## src/hdl/mws_pkg.sv

```systemverilog
// types, constants and codes of the motor watchdog and slew supervisor
`timescale 1ns / 1ps

package mws_pkg;

   // motors supervised; the motor field is four bits wide
   localparam int MOTORS = 16;
   localparam int MotorIdxW = (MOTORS > 1) ? $clog2(MOTORS) : 1;

   localparam int SilenceW = 14;
   localparam int CmdW = 16;
   localparam int TallyW = 5;
   localparam int CsrDataW = 15;

   localparam logic [SilenceW-1:0] SILENCE_MAX = 14'd10000;
   localparam logic [TallyW-1:0] TALLY_MAX = 5'd31;
   localparam logic [13:0] OFFLINE_LIMIT_RESET = 14'd200;
   localparam logic [14:0] STEP_LIMIT_RESET = 15'd5;

   // register indexes
   localparam logic [0:0] CSR_OFFLINE_LIMIT = 1'b0;
   localparam logic [0:0] CSR_STEP_LIMIT = 1'b1;

   // item kinds
   localparam logic FUNC_FEEDBACK = 1'b0;
   localparam logic FUNC_UPDATE = 1'b1;

   // control modes
   localparam logic [1:0] MODE_SPEED = 2'd0;
   localparam logic [1:0] MODE_TORQUE = 2'd1;
   localparam logic [1:0] MODE_POSITION = 2'd2;
   localparam logic [1:0] MODE_OTHER = 2'd3;

   // step direction codes
   localparam logic [1:0] DIR_ZERO = 2'b00;
   localparam logic [1:0] DIR_PLUS = 2'b01;
   localparam logic [1:0] DIR_MINUS_TWO = 2'b10;
   localparam logic [1:0] DIR_MINUS = 2'b11;

   // node states
   localparam logic [2:0] NODE_ACTIVE = 3'd0;
   localparam logic [2:0] NODE_IDLE = 3'd1;
   localparam logic [2:0] NODE_FAULT = 3'd2;
   localparam logic [2:0] NODE_DISCONNECTED = 3'd3;
   localparam logic [2:0] NODE_UNCHANGED = 3'd4;

   // car states
   localparam logic [1:0] CAR_FAULT = 2'd0;
   localparam logic [1:0] CAR_ESTOP = 2'd1;
   localparam logic [1:0] CAR_MOVING = 2'd2;
   localparam logic [1:0] CAR_IDLE = 2'd3;

   // fault summary
   localparam logic [1:0] FAULT_NONE = 2'd0;
   localparam logic [1:0] FAULT_SINGLE = 2'd1;
   localparam logic [1:0] FAULT_MULTIPLE = 2'd2;

   // one motor's table entry
   typedef struct packed {
      logic [SilenceW-1:0] silence;
      logic                online;
      logic [CmdW-1:0]     commanded;
      logic [CmdW-1:0]     previous;
   } entry_type;

   // captured input transaction
   typedef struct packed {
      logic              func;
      logic [3:0]        motor;
      logic [1:0]        mode;
      logic              enabled;
      logic signed [15:0] target;
      logic signed [1:0]  direction;
      logic signed [15:0] position_target;
      logic              error_nonzero;
      logic              reinit_request;
      logic              last_motor;
      logic              estop;
      logic              motion_requested;
   } item_type;

   // result transaction
   typedef struct packed {
      logic [3:0]         motor_out;
      logic signed [15:0] command;
      logic               online;
      logic [2:0]         node_state;
      logic               reinit_motor;
      logic               car_valid;
      logic [1:0]         car_state;
      logic [1:0]         fault_summary;
   } result_type;

   // update unit outcome
   typedef struct packed {
      logic              write;
      entry_type         entry;
      logic [TallyW-1:0] tally;
      result_type        result;
   } update_type;

endpackage

```

## src/hdl/mws_req_if.sv

```systemverilog
// input channel carrying supervisor requests
`timescale 1ns / 1ps

interface mws_req_if;
   logic              valid;
   logic              ready;
   logic              func;
   logic [3:0]        motor;
   logic [1:0]        mode;
   logic              enabled;
   logic signed [15:0] target;
   logic signed [1:0]  direction;
   logic signed [15:0] position_target;
   logic              error_nonzero;
   logic              reinit_request;
   logic              last_motor;
   logic              estop;
   logic              motion_requested;

   modport source (
      output valid, func, motor, mode, enabled, target, direction, position_target,
             error_nonzero, reinit_request, last_motor, estop, motion_requested,
      input  ready
   );

   modport sink (
      input  valid, func, motor, mode, enabled, target, direction, position_target,
             error_nonzero, reinit_request, last_motor, estop, motion_requested,
      output ready
   );
endinterface

```

## src/hdl/mws_rsp_if.sv

```systemverilog
// result channel carrying supervisor responses
`timescale 1ns / 1ps

interface mws_rsp_if;
   logic              valid;
   logic              ready;
   logic [3:0]        motor_out;
   logic signed [15:0] command;
   logic              online;
   logic [2:0]        node_state;
   logic              reinit_motor;
   logic              car_valid;
   logic [1:0]        car_state;
   logic [1:0]        fault_summary;

   modport source (
      output valid, motor_out, command, online, node_state, reinit_motor,
             car_valid, car_state, fault_summary,
      input  ready
   );

   modport sink (
      input  valid, motor_out, command, online, node_state, reinit_motor,
             car_valid, car_state, fault_summary,
      output ready
   );
endinterface

```

## src/hdl/mws_table.sv

```systemverilog
// per-motor state memory with valid bits for a zero reset
`timescale 1ns / 1ps

module mws_table (
   input  logic                                clock,
   input  logic                                reset,
   input  logic                                rd_en,
   input  logic [mws_pkg::MotorIdxW-1:0]       rd_addr,
   output mws_pkg::entry_type                  rd_data,
   input  logic                                wr_en,
   input  logic [mws_pkg::MotorIdxW-1:0]       wr_addr,
   input  mws_pkg::entry_type                  wr_data
);
   import mws_pkg::*;

   entry_type              mem [MOTORS];
   logic [MOTORS-1:0]      valid_ff;
   entry_type              rd_raw_ff;
   logic                   rd_valid_ff;

   always_ff @(posedge clock) begin
      if (wr_en) begin
         mem[wr_addr] <= wr_data;
      end
      if (rd_en) begin
         rd_raw_ff <= mem[rd_addr];
      end
   end

   always_ff @(posedge clock) begin
      if (reset) begin
         valid_ff <= '0;
         rd_valid_ff <= 1'b0;
      end else begin
         if (wr_en) begin
            valid_ff[wr_addr] <= 1'b1;
         end
         if (rd_en) begin
            rd_valid_ff <= valid_ff[rd_addr];
         end
      end
   end

   // never-written entries read as zero
   assign rd_data = rd_valid_ff ? rd_raw_ff : '0;

endmodule

```

## src/hdl/mws_update.sv

```systemverilog
// read-modify logic: watchdog, slew limiter and sweep report
`timescale 1ns / 1ps

module mws_update (
   input  mws_pkg::item_type                item,
   input  mws_pkg::entry_type               entry,
   input  logic [13:0]                      offline_limit,
   input  logic [14:0]                      step_limit,
   input  logic [mws_pkg::TallyW-1:0]       tally,
   output mws_pkg::update_type              upd
);
   import mws_pkg::*;

   logic                   in_range;
   logic [SilenceW-1:0]    silence_inc;
   logic                   went_off;
   logic                   online_next;
   logic signed [16:0]     diff;
   logic signed [16:0]     lim;
   logic signed [16:0]     clamped;
   logic [CmdW-1:0]        step;
   logic [CmdW-1:0]        scaled;
   logic [TallyW-1:0]      tally_inc;

   assign in_range = (32'(item.motor) < MOTORS);
   assign silence_inc = (entry.silence < SILENCE_MAX) ? entry.silence + 14'd1 : entry.silence;
   assign went_off = (silence_inc > offline_limit) || item.reinit_request;
   assign online_next = entry.online && !went_off;

   // difference to last limited command, clamped to the step window
   assign diff = 17'(item.target) - 17'($signed(entry.previous));
   assign lim = $signed({2'b00, step_limit});

   always_comb begin
      if (diff > lim) begin
         clamped = lim;
      end else if (diff < -lim) begin
         clamped = -lim;
      end else begin
         clamped = diff;
      end
   end

   assign step = clamped[CmdW-1:0];

   always_comb begin
      unique case (item.direction)
         DIR_PLUS:      scaled = step;
         DIR_ZERO:      scaled = '0;
         DIR_MINUS:     scaled = -step;
         DIR_MINUS_TWO: scaled = -(step << 1);
         default:       scaled = '0;
      endcase
   end

   assign tally_inc = (!online_next && tally < TALLY_MAX) ? tally + 5'd1 : tally;

   always_comb begin
      upd = '0;
      upd.tally = tally;
      upd.entry = entry;
      upd.result.motor_out = item.motor;
      if (in_range) begin
         upd.write = 1'b1;
         if (item.func == FUNC_FEEDBACK) begin
            upd.entry.silence = '0;
            upd.entry.online = 1'b1;
            upd.result.node_state = NODE_UNCHANGED;
         end else begin
            upd.entry.silence = silence_inc;
            upd.entry.online = online_next;
            upd.result.reinit_motor = went_off;
            upd.result.node_state = NODE_UNCHANGED;
            if (online_next) begin
               unique case (item.mode)
                  MODE_POSITION: begin
                     upd.entry.commanded = item.position_target;
                  end
                  MODE_SPEED, MODE_TORQUE: begin
                     upd.result.node_state = (item.enabled && item.target != 16'sd0)
                                             ? NODE_ACTIVE : NODE_IDLE;
                     upd.entry.commanded = entry.commanded + scaled;
                     upd.entry.previous = entry.commanded + scaled;
                  end
                  default: begin
                  end
               endcase
            end else begin
               upd.entry.commanded = '0;
               upd.result.node_state = item.error_nonzero ? NODE_FAULT : NODE_DISCONNECTED;
            end
            upd.tally = tally_inc;
            // end of sweep: report and clear the tally
            if (item.last_motor) begin
               upd.result.car_valid = 1'b1;
               priority if (tally_inc == '0) begin
                  upd.result.fault_summary = FAULT_NONE;
               end else if (tally_inc == 5'd1) begin
                  upd.result.fault_summary = FAULT_SINGLE;
               end else begin
                  upd.result.fault_summary = FAULT_MULTIPLE;
               end
               priority if (tally_inc != '0) begin
                  upd.result.car_state = CAR_FAULT;
               end else if (item.estop) begin
                  upd.result.car_state = CAR_ESTOP;
               end else if (item.motion_requested) begin
                  upd.result.car_state = CAR_MOVING;
               end else begin
                  upd.result.car_state = CAR_IDLE;
               end
               upd.tally = '0;
            end
         end
         upd.result.command = upd.entry.commanded;
         upd.result.online = upd.entry.online;
      end
   end

endmodule

```

## src/hdl/motor_watchdog_slew_supervisor_unit.sv

```systemverilog
// top level of the motor watchdog and slew supervisor
`timescale 1ns / 1ps

// Supervises up to MOTORS motors from one state table holding each motor's
// silence counter, online flag, current command and last slew-limited
// command. A feedback transaction clears the counter and marks the motor
// online; an update transaction ages the counter, drops the motor offline
// past offline_limit or on a reinit request, slew-limits the command in
// speed and torque modes and, on the last motor of a sweep, reports car
// state and fault summary. Each transaction issues the synchronous table
// read at acceptance, then updates, writes back and loads the result
// register once that register is free; no new transaction is taken until
// then, and req ready rises again right after the writeback. The result
// register lets a new request be accepted while an earlier response
// waits. The table needs no clearing pass after reset: per-entry valid
// bits make unwritten motors read as zero. Configuration writes are taken
// on any cycle and should be made only while the block is idle.

module motor_watchdog_slew_supervisor_unit (
   input  logic                         clock,
   input  logic                         reset,
   mws_req_if.sink                      req_chan,
   mws_rsp_if.source                    rsp_chan,
   input  logic                         csr_write_enable,
   input  logic [0:0]                   csr_index,
   input  logic [mws_pkg::CsrDataW-1:0] csr_write_data
);
   import mws_pkg::*;

   // one-hot control states
   typedef enum logic [1:0] {
      ST_IDLE = 2'b01,
      ST_EXEC = 2'b10
   } state_type;

   state_type          state_ff, state_in;
   item_type           item_ff;
   logic [13:0]        offline_limit_ff;
   logic [14:0]        step_limit_ff;
   logic [TallyW-1:0]  tally_ff;
   logic               rsp_valid_ff, rsp_valid_in;
   result_type         rsp_ff;

   logic               accept;
   logic               out_free;
   logic               finish;
   entry_type          rd_entry;
   update_type         upd;
   item_type           req_item;

   // gather request fields
   assign req_item.func = req_chan.func;
   assign req_item.motor = req_chan.motor;
   assign req_item.mode = req_chan.mode;
   assign req_item.enabled = req_chan.enabled;
   assign req_item.target = req_chan.target;
   assign req_item.direction = req_chan.direction;
   assign req_item.position_target = req_chan.position_target;
   assign req_item.error_nonzero = req_chan.error_nonzero;
   assign req_item.reinit_request = req_chan.reinit_request;
   assign req_item.last_motor = req_chan.last_motor;
   assign req_item.estop = req_chan.estop;
   assign req_item.motion_requested = req_chan.motion_requested;

   // one transaction in flight; result register decouples the output side
   assign req_chan.ready = (state_ff == ST_IDLE);
   assign accept = req_chan.valid && req_chan.ready;
   assign out_free = !rsp_valid_ff || rsp_chan.ready;
   assign finish = (state_ff == ST_EXEC) && out_free;

   always_comb begin
      state_in = state_ff;
      unique case (state_ff)
         ST_IDLE: if (accept) state_in = ST_EXEC;
         ST_EXEC: if (out_free) state_in = ST_IDLE;
         default: state_in = ST_IDLE;
      endcase
   end

   always_comb begin
      rsp_valid_in = rsp_valid_ff;
      if (finish) begin
         rsp_valid_in = 1'b1;
      end else if (rsp_chan.ready) begin
         rsp_valid_in = 1'b0;
      end
   end

   always_ff @(posedge clock) begin
      if (reset) begin
         state_ff <= ST_IDLE;
         rsp_valid_ff <= 1'b0;
         tally_ff <= '0;
         offline_limit_ff <= OFFLINE_LIMIT_RESET;
         step_limit_ff <= STEP_LIMIT_RESET;
      end else begin
         state_ff <= state_in;
         rsp_valid_ff <= rsp_valid_in;
         if (finish) begin
            tally_ff <= upd.tally;
         end
         // configuration writes
         if (csr_write_enable) begin
            unique case (csr_index)
               CSR_OFFLINE_LIMIT: offline_limit_ff <= csr_write_data[13:0];
               CSR_STEP_LIMIT:    step_limit_ff <= csr_write_data[14:0];
               default: begin
               end
            endcase
         end
      end
   end

   // payload registers
   always_ff @(posedge clock) begin
      if (accept) begin
         item_ff <= req_item;
      end
      if (finish) begin
         rsp_ff <= upd.result;
      end
   end

   // state table: read at acceptance, written back on finish
   mws_table u_table (
      .clock   (clock),
      .reset   (reset),
      .rd_en   (accept),
      .rd_addr (MotorIdxW'(req_chan.motor)),
      .rd_data (rd_entry),
      .wr_en   (finish && upd.write),
      .wr_addr (MotorIdxW'(item_ff.motor)),
      .wr_data (upd.entry)
   );

   mws_update u_update (
      .item          (item_ff),
      .entry         (rd_entry),
      .offline_limit (offline_limit_ff),
      .step_limit    (step_limit_ff),
      .tally         (tally_ff),
      .upd           (upd)
   );

   // response port
   assign rsp_chan.valid = rsp_valid_ff;
   assign rsp_chan.motor_out = rsp_ff.motor_out;
   assign rsp_chan.command = rsp_ff.command;
   assign rsp_chan.online = rsp_ff.online;
   assign rsp_chan.node_state = rsp_ff.node_state;
   assign rsp_chan.reinit_motor = rsp_ff.reinit_motor;
   assign rsp_chan.car_valid = rsp_ff.car_valid;
   assign rsp_chan.car_state = rsp_ff.car_state;
   assign rsp_chan.fault_summary = rsp_ff.fault_summary;

endmodule

```

## src/flat_wrapper.sv

```systemverilog
// flat-port wrapper written by rule: the top's interface ports become plain ports
module motor_watchdog_slew_supervisor_unit_flat import mws_pkg::*;
  (clock, reset, csr_write_enable, csr_index, csr_write_data, req_chan_valid, req_chan_func, req_chan_motor, req_chan_mode, req_chan_enabled, req_chan_target, req_chan_direction, req_chan_position_target, req_chan_error_nonzero, req_chan_reinit_request, req_chan_last_motor, req_chan_estop, req_chan_motion_requested, req_chan_ready, rsp_chan_valid, rsp_chan_motor_out, rsp_chan_command, rsp_chan_online, rsp_chan_node_state, rsp_chan_reinit_motor, rsp_chan_car_valid, rsp_chan_car_state, rsp_chan_fault_summary, rsp_chan_ready);
  mws_req_if req_chan_i ();
  mws_rsp_if rsp_chan_i ();
  input  logic clock;
  input  logic reset;
  input  logic csr_write_enable;
  input  logic [0:0] csr_index;
  input  logic [mws_pkg::CsrDataW-1:0] csr_write_data;
  input wire logic [$bits(req_chan_i.valid)-1:0] req_chan_valid;
  input wire logic [$bits(req_chan_i.func)-1:0] req_chan_func;
  input wire logic [$bits(req_chan_i.motor)-1:0] req_chan_motor;
  input wire logic [$bits(req_chan_i.mode)-1:0] req_chan_mode;
  input wire logic [$bits(req_chan_i.enabled)-1:0] req_chan_enabled;
  input wire logic [$bits(req_chan_i.target)-1:0] req_chan_target;
  input wire logic [$bits(req_chan_i.direction)-1:0] req_chan_direction;
  input wire logic [$bits(req_chan_i.position_target)-1:0] req_chan_position_target;
  input wire logic [$bits(req_chan_i.error_nonzero)-1:0] req_chan_error_nonzero;
  input wire logic [$bits(req_chan_i.reinit_request)-1:0] req_chan_reinit_request;
  input wire logic [$bits(req_chan_i.last_motor)-1:0] req_chan_last_motor;
  input wire logic [$bits(req_chan_i.estop)-1:0] req_chan_estop;
  input wire logic [$bits(req_chan_i.motion_requested)-1:0] req_chan_motion_requested;
  output wire logic [$bits(req_chan_i.ready)-1:0] req_chan_ready;
  output wire logic [$bits(rsp_chan_i.valid)-1:0] rsp_chan_valid;
  output wire logic [$bits(rsp_chan_i.motor_out)-1:0] rsp_chan_motor_out;
  output wire logic [$bits(rsp_chan_i.command)-1:0] rsp_chan_command;
  output wire logic [$bits(rsp_chan_i.online)-1:0] rsp_chan_online;
  output wire logic [$bits(rsp_chan_i.node_state)-1:0] rsp_chan_node_state;
  output wire logic [$bits(rsp_chan_i.reinit_motor)-1:0] rsp_chan_reinit_motor;
  output wire logic [$bits(rsp_chan_i.car_valid)-1:0] rsp_chan_car_valid;
  output wire logic [$bits(rsp_chan_i.car_state)-1:0] rsp_chan_car_state;
  output wire logic [$bits(rsp_chan_i.fault_summary)-1:0] rsp_chan_fault_summary;
  input wire logic [$bits(rsp_chan_i.ready)-1:0] rsp_chan_ready;
  assign req_chan_i.valid = req_chan_valid;
  assign req_chan_i.func = req_chan_func;
  assign req_chan_i.motor = req_chan_motor;
  assign req_chan_i.mode = req_chan_mode;
  assign req_chan_i.enabled = req_chan_enabled;
  assign req_chan_i.target = req_chan_target;
  assign req_chan_i.direction = req_chan_direction;
  assign req_chan_i.position_target = req_chan_position_target;
  assign req_chan_i.error_nonzero = req_chan_error_nonzero;
  assign req_chan_i.reinit_request = req_chan_reinit_request;
  assign req_chan_i.last_motor = req_chan_last_motor;
  assign req_chan_i.estop = req_chan_estop;
  assign req_chan_i.motion_requested = req_chan_motion_requested;
  assign req_chan_ready = req_chan_i.ready;
  assign rsp_chan_valid = rsp_chan_i.valid;
  assign rsp_chan_motor_out = rsp_chan_i.motor_out;
  assign rsp_chan_command = rsp_chan_i.command;
  assign rsp_chan_online = rsp_chan_i.online;
  assign rsp_chan_node_state = rsp_chan_i.node_state;
  assign rsp_chan_reinit_motor = rsp_chan_i.reinit_motor;
  assign rsp_chan_car_valid = rsp_chan_i.car_valid;
  assign rsp_chan_car_state = rsp_chan_i.car_state;
  assign rsp_chan_fault_summary = rsp_chan_i.fault_summary;
  assign rsp_chan_i.ready = rsp_chan_ready;
  motor_watchdog_slew_supervisor_unit u_core (.clock(clock), .reset(reset), .req_chan(req_chan_i), .rsp_chan(rsp_chan_i), .csr_write_enable(csr_write_enable), .csr_index(csr_index), .csr_write_data(csr_write_data));
endmodule
```

## config.mk

```make
export PLATFORM = sky130hd
export DESIGN_NAME = motor_watchdog_slew_supervisor_unit_flat
export DESIGN_NICKNAME = d
export VERILOG_FILES = /design/src/hdl/mws_pkg.sv /design/src/hdl/mws_req_if.sv /design/src/hdl/mws_rsp_if.sv /design/src/hdl/mws_table.sv /design/src/hdl/mws_update.sv /design/src/hdl/motor_watchdog_slew_supervisor_unit.sv /design/src/flat_wrapper.sv
export SDC_FILE = /design/constraint.sdc
export NUM_CORES = 1
export LEC_CHECK = 0
export ABC_CLOCK_PERIOD_IN_PS = 8100
export CORE_ASPECT_RATIO = 1.4
export CORE_MARGIN = 2
export CORE_UTILIZATION = 57
export DETAILED_ROUTE_END_ITERATION = 8
export DONT_BUFFER_PORTS = 1
export GPL_TIMING_DRIVEN = 0
export PLACE_DENSITY = 0.75
export SLEW_MARGIN = 20
export SYNTH_ARGS = -nofsm -noshare
export SYNTH_HDL_FRONTEND = slang
export SYNTH_SLANG_ARGS = --single-unit
export TNS_END_PERCENT = 30
```

## constraint.sdc

```tcl
create_clock -name clock -period 8.1 [get_ports clock]
set_input_delay 0.81 -clock clock [delete_from_list [all_inputs] [get_ports clock]]
set_output_delay 0.81 -clock clock [all_outputs]
set_load 0.05 [all_outputs]
```

==> impl_results.html <==
<table>
<tr><th>Metric</th><th>Value</th></tr>
<tr><th colspan="2">Outcome</th></tr>
<tr><td>Run status</td><td>finished clean</td></tr>
<tr><th colspan="2">STA</th></tr>
<tr><td>Hold Violations, Final</td><td>0</td></tr>
<tr><td>Shortest period the worst path allows</td><td>8.05 ns</td></tr>
<tr><td>Maximum clock rate</td><td>0.124 GHz</td></tr>
<tr><td>Layout Skew</td><td>0.0455 ns</td></tr>
<tr><td>Actual slew at the worst max-slew pin</td><td>approximately 1.2 ns</td></tr>
<tr><td>Final hold slack</td><td>0.229 ns</td></tr>
<tr><td>Setup repair after global routing missed its margin</td><td>yes</td></tr>
<tr><td>Number of failing setup endpoints in the final timing report</td><td>0</td></tr>
<tr><td>Max Slew Vio Count</td><td>0</td></tr>
<tr><td>Portion of the clock cycle consumed by the worst path in the final layout</td><td>99.4%</td></tr>
<tr><td>Relative max-transition margin</td><td>around a fifth</td></tr>
<tr><th colspan="2">Routing</th></tr>
<tr><td>Remaining number of nets flagged by the antenna check after routing</td><td>0</td></tr>
<tr><td>Number of design-rule violations left by the first detailed-router iteration</td><td>around 3,100</td></tr>
<tr><td>DRC viols</td><td>0</td></tr>
<tr><td>Router iterations before antenna repair</td><td>6</td></tr>
<tr><td>Number of vias after detailed routing</td><td>23,740</td></tr>
<tr><td>Aggregate routed wire length</td><td>117,000 um</td></tr>
<tr><td>Routed length per placed instance</td><td>around 33 um</td></tr>
<tr><td>Vias per std cell</td><td>6.74</td></tr>
<tr><th colspan="2">Clock network</th></tr>
<tr><td>Number of sinks driven by the clock tree</td><td>930</td></tr>
<tr><td>Clock tree from TritonCTS</td><td>built</td></tr>
<tr><td>Register clock-pin slew on the reported worst setup and hold paths</td><td>0.07 ns</td></tr>
<tr><td>H-tree Lvls</td><td>3</td></tr>
<tr><td>Clock insertion delay at the later pin of the skew report</td><td>about 0.7 ns</td></tr>
<tr><td>Root Driver</td><td>clkbuf_16</td></tr>
<tr><td>Bufs on Longest Clock Path</td><td>3</td></tr>
<tr><td>CTS Buf Count</td><td>87</td></tr>
<tr><th colspan="2">Global route</th></tr>
<tr><td>Wire length of the first global-routing pass</td><td>165,000 um</td></tr>
<tr><td>Met3 routing resource usage after global routing</td><td>6.32%</td></tr>
<tr><td>Overflow left after global routing</td><td>0</td></tr>
<tr><td>Grt peak-use layer</td><td>met2</td></tr>
<tr><td>Antenna violations before repair</td><td>0</td></tr>
<tr><td>Met1 Usage GRT</td><td>41.8%</td></tr>
<tr><td>Vias in the first global route</td><td>approximately 24,000</td></tr>
<tr><td>Global router's overall resource usage</td><td>33.0%</td></tr>
<tr><td>Largest net degree at the start of global routing</td><td>between 60 and 70</td></tr>
<tr><td>Met2 usage in global routing</td><td>55.0%</td></tr>
<tr><th colspan="2">Layout</th></tr>
<tr><td>Layout cells sized above 1</td><td>27.8%</td></tr>
<tr><td>Final net count</td><td>~2,700</td></tr>
<tr><td>Antenna diode instance count</td><td>0</td></tr>
<tr><td>Storage cell area</td><td>0.0274 mm2</td></tr>
<tr><td>Synthesis-to-finish area growth</td><td>17.7%</td></tr>
<tr><td>Post-layout utilization of the core</td><td>approximately two thirds</td></tr>
<tr><td>Total area of multi-input combinational cells</td><td>0.0126 mm2</td></tr>
<tr><td>Design Area, Final</td><td>0.0467 mm2</td></tr>
<tr><td>Filler Cell Count</td><td>4,399</td></tr>
<tr><th colspan="2">Yosys</th></tr>
<tr><td>Syn nets</td><td>2,444</td></tr>
<tr><td>Most used flip-flop cell after synthesis</td><td>edfxtp_1</td></tr>
<tr><td>Number of storage elements in the synthesis netlist</td><td>930</td></tr>
<tr><td>Count of flip-flops with a built-in enable after synthesis</td><td>876</td></tr>
<tr><td>Cell accounting for the most synthesized area</td><td>edfxtp_1</td></tr>
<tr><td>Seq/Total Area, Yosys</td><td>69.0%</td></tr>
<tr><td>Number of distinct library cell variants in the gate-level netlist after synthesis</td><td>97</td></tr>
<tr><td>Cell types with the largest area share after synthesis</td><td>edfxtp_1 (66%), mux4_2 (14%), dfxtp_1 (2.7%)</td></tr>
<tr><td>Async set-or-reset flop fraction in the synthesized netlist</td><td>0%</td></tr>
<tr><td>Proportion of netlist area held by the largest area contributor</td><td>around two thirds</td></tr>
<tr><td>Total number of yosys warnings</td><td>0</td></tr>
<tr><td>Avg Cell Area, Syn</td><td>17.3 um2</td></tr>
<tr><td>Cell area after technology mapping</td><td>0.0397 mm2</td></tr>
<tr><td>Synthesized instance count</td><td>approximately 2,300</td></tr>
<tr><th colspan="2">Worst setup path</th></tr>
<tr><td>Startpoint of the worst register-to-register path</td><td>u_core.u_table.rd_valid_ff</td></tr>
<tr><td>Cell with the largest stage delay on the worst path</td><td>o21ai_1</td></tr>
<tr><td>Reg-to-reg endpoint</td><td>u_core.u_table.mem[2][11]</td></tr>
<tr><td>R2R depth</td><td>34</td></tr>
<tr><td>Path length in cells of the critical path</td><td>34</td></tr>
<tr><td>Family with the most delay on the worst path</td><td>compound AO/OA/AOI/OAI gates</td></tr>
<tr><td>Critical Path End Type</td><td>flop</td></tr>
<tr><td>Crit path max fanout</td><td>16</td></tr>
<tr><td>Category of the worst setup path launch point</td><td>flop</td></tr>
<tr><td>Worst endpoint required time</td><td>between 8 and 9 ns</td></tr>
<tr><td>Worst reg2reg setup slack</td><td>0.05 ns</td></tr>
<tr><td>WP data arrival</td><td>8.38 ns</td></tr>
<tr><td>Type of the worst setup path</td><td>flop to flop</td></tr>
<tr><td>Termination of the worst setup path</td><td>u_core.u_table.mem[2][11]</td></tr>
<tr><td>Delay of the slowest critical-path stage</td><td>0.61 ns</td></tr>
<tr><td>CP bufs+invs</td><td>5</td></tr>
<tr><td>Launch point of the critical path</td><td>u_core.u_table.rd_valid_ff</td></tr>
<tr><th colspan="2">Worst hold path</th></tr>
<tr><td>Class of the tightest hold or removal check</td><td>primary input to flop</td></tr>
<tr><th colspan="2">Placement</th></tr>
<tr><td>Post-place instance area</td><td>0.0423 mm2</td></tr>
<tr><td>Total half-perimeter wirelength after legalization and detailed placement</td><td>76,400 um</td></tr>
<tr><td>IO buf count</td><td>0</td></tr>
<tr><td>Gp weighted congestion</td><td>~1</td></tr>
<tr><th colspan="2">Flow run</th></tr>
<tr><td>Max-capacitance violation count</td><td>0</td></tr>
<tr><th colspan="2">Floorplanning</th></tr>
<tr><td>Placeable core area</td><td>0.0690 mm2</td></tr>
<tr><td>Die Width</td><td>between 200 and 250 um</td></tr>
<tr><td>Placement row count</td><td>114</td></tr>
<tr><td>Y dimension of the die</td><td>316 um</td></tr>
<tr><td>Total Die Area</td><td>0.0718 mm2</td></tr>
<tr><td>Initial Util</td><td>57.5%</td></tr>
<tr><td>Number of I/O pins</td><td>100</td></tr>
<tr><th colspan="2">Power</th></tr>
<tr><td>Worst IR Drop VDD</td><td>0.000201 V</td></tr>
<tr><td>PD cells</td><td>223 mW/mm2</td></tr>
<tr><td>Lkg Pwr</td><td>16.3 nW</td></tr>
</table>
[area by class of cell]
cell class                      count  area share [%]
Buffer                            109            1.27
Clock buffer                      100            4.96
Clock inverter                     60            1.28
Inverter                           60           0.493
Multi-Input combinational cell   1194            26.9
Sequential cell                   930            58.6
Tap cell                          928            2.48
Timing Repair Buffer              141            4.01
[kinds of logic (layout without fill, tap and decap cells)]
family / Yosys count / in the layout / share of synthesized area [%]
AOI/OAI and AO/OA: 309 / 312 / 5.28
xor gates and xnor gates: 62 / 62 / 1.39
adders and majority gates: 83 / 83 / 2.65
buffers and inverters: 172 / 470 / 1.81
DFF: 930 / 930 / 69.0
muxes: 258 / 258 / 14.1
and+or+nand+nor: 479 / 479 / 5.79
[state kept, by name, indices dropped and copies added, names as in the netlist, 2 cells and up]
name,cells
u_core.item_ff,47
u_core.offline_limit_ff,14
u_core.rsp_chan.car_state,2
u_core.rsp_chan.command,16
u_core.rsp_chan.fault_summary,2
u_core.rsp_chan.motor_out,4
u_core.rsp_chan.node_state,3
u_core.state_ff,2
u_core.step_limit_ff,15
u_core.tally_ff,5
u_core.u_table.mem,752
u_core.u_table.rd_raw_ff,47
u_core.u_table.valid_ff,16
[repair_timing]
action	in CTS	in global routing
hold buffers	0	0
pin swaps	48	49
setup endpoints to repair	512	298
buffers inserted	38	28
gates cloned	5	0
gates resized for setup	136	39
[layer usage]
layer,wire length (um),part of all wire (%)
met1,40700,35
met2,58400,50
met3,11100,9.5
met4,6480,5.5
met5,0,0
[placed cells by master, fill, tap and decap left out, types with 14 or more instances in the layout]
master and count:
and2_1 32, clkbuf_1 67, a21o_1 27, nor3_1 22, mux4_2 240, buf_4 86, nand3_1 36, edfxtp_1 876
xnor2_1 35, dfxtp_1 53, buf_12 16, buf_16 28, clkbuf_2 20, a21oi_1 74, nor2_4 17, o21ai_1 19
buf_6 18, clkbuf_16 94, nand4_1 14, nor2_1 96, nand2_1 160, o21ai_0 38, clkinv_2 16, ha_1 69
inv_1 59, a21oi_2 18
[power breakdown]
group | total, mW | switching [mW] | leakage (nW) | internal (mW)
Combinational | 0.911 | 0.555 | 5.72 | 0.355
Clock | 4.19 | 1.85 | 1.42 | 2.34
Sequential | 5.31 | 0.0514 | 9.11 | 5.26
Total | 10.4 | 2.46 | 16.3 | 7.96
[Yosys cell counts (27+ instances only)]
cell type,number
o21ai_0,58
nor3_1,28
a21o_1,27
nor2_1,112
and2_1,33
nand3_1,37
a21oi_1,94
mux4_2,240
nand2_1,171
inv_1,60
clkbuf_1,73
edfxtp_1,876
dfxtp_1,54
xnor2_1,44
ha_1,81
[worst min-delay path by stage]
| stage | startpoint | end | cells past startpoint |
|---|---|---|---|
| after floorplan | u_core.u_table.valid_ff[10] | u_core.u_table.valid_ff[10] | 2 |
| after global placement | u_core.u_table.valid_ff[0] | u_core.u_table.valid_ff[0] | 2 |
| after detailed placement | u_core.offline_limit_ff[1] | u_core.offline_limit_ff[1] | 2 |
| after CTS | req_chan_position_target[13] | u_core.item_ff[18] | 0 |
| after global routing | req_chan_position_target[13] | u_core.item_ff[18] | 0 |
| final | req_chan_position_target[15] | u_core.item_ff[20] | 0 |
[metrics by stage]
step                worst slack, ns  TNS (ns)  instances  total power [mW]
floorplan                    0.0125         0       2293              5.92
global placement              -4.70  -2413.77       3221              6.16
detailed placement            -3.39  -1195.72       3294              6.19
CTS                         0.00214         0       3497              10.4
global route                 -0.177    -16.29       3522              10.7
finish                       0.0472         0       3522              10.4
No activity file was read; power rests on OpenSTA's default activity.
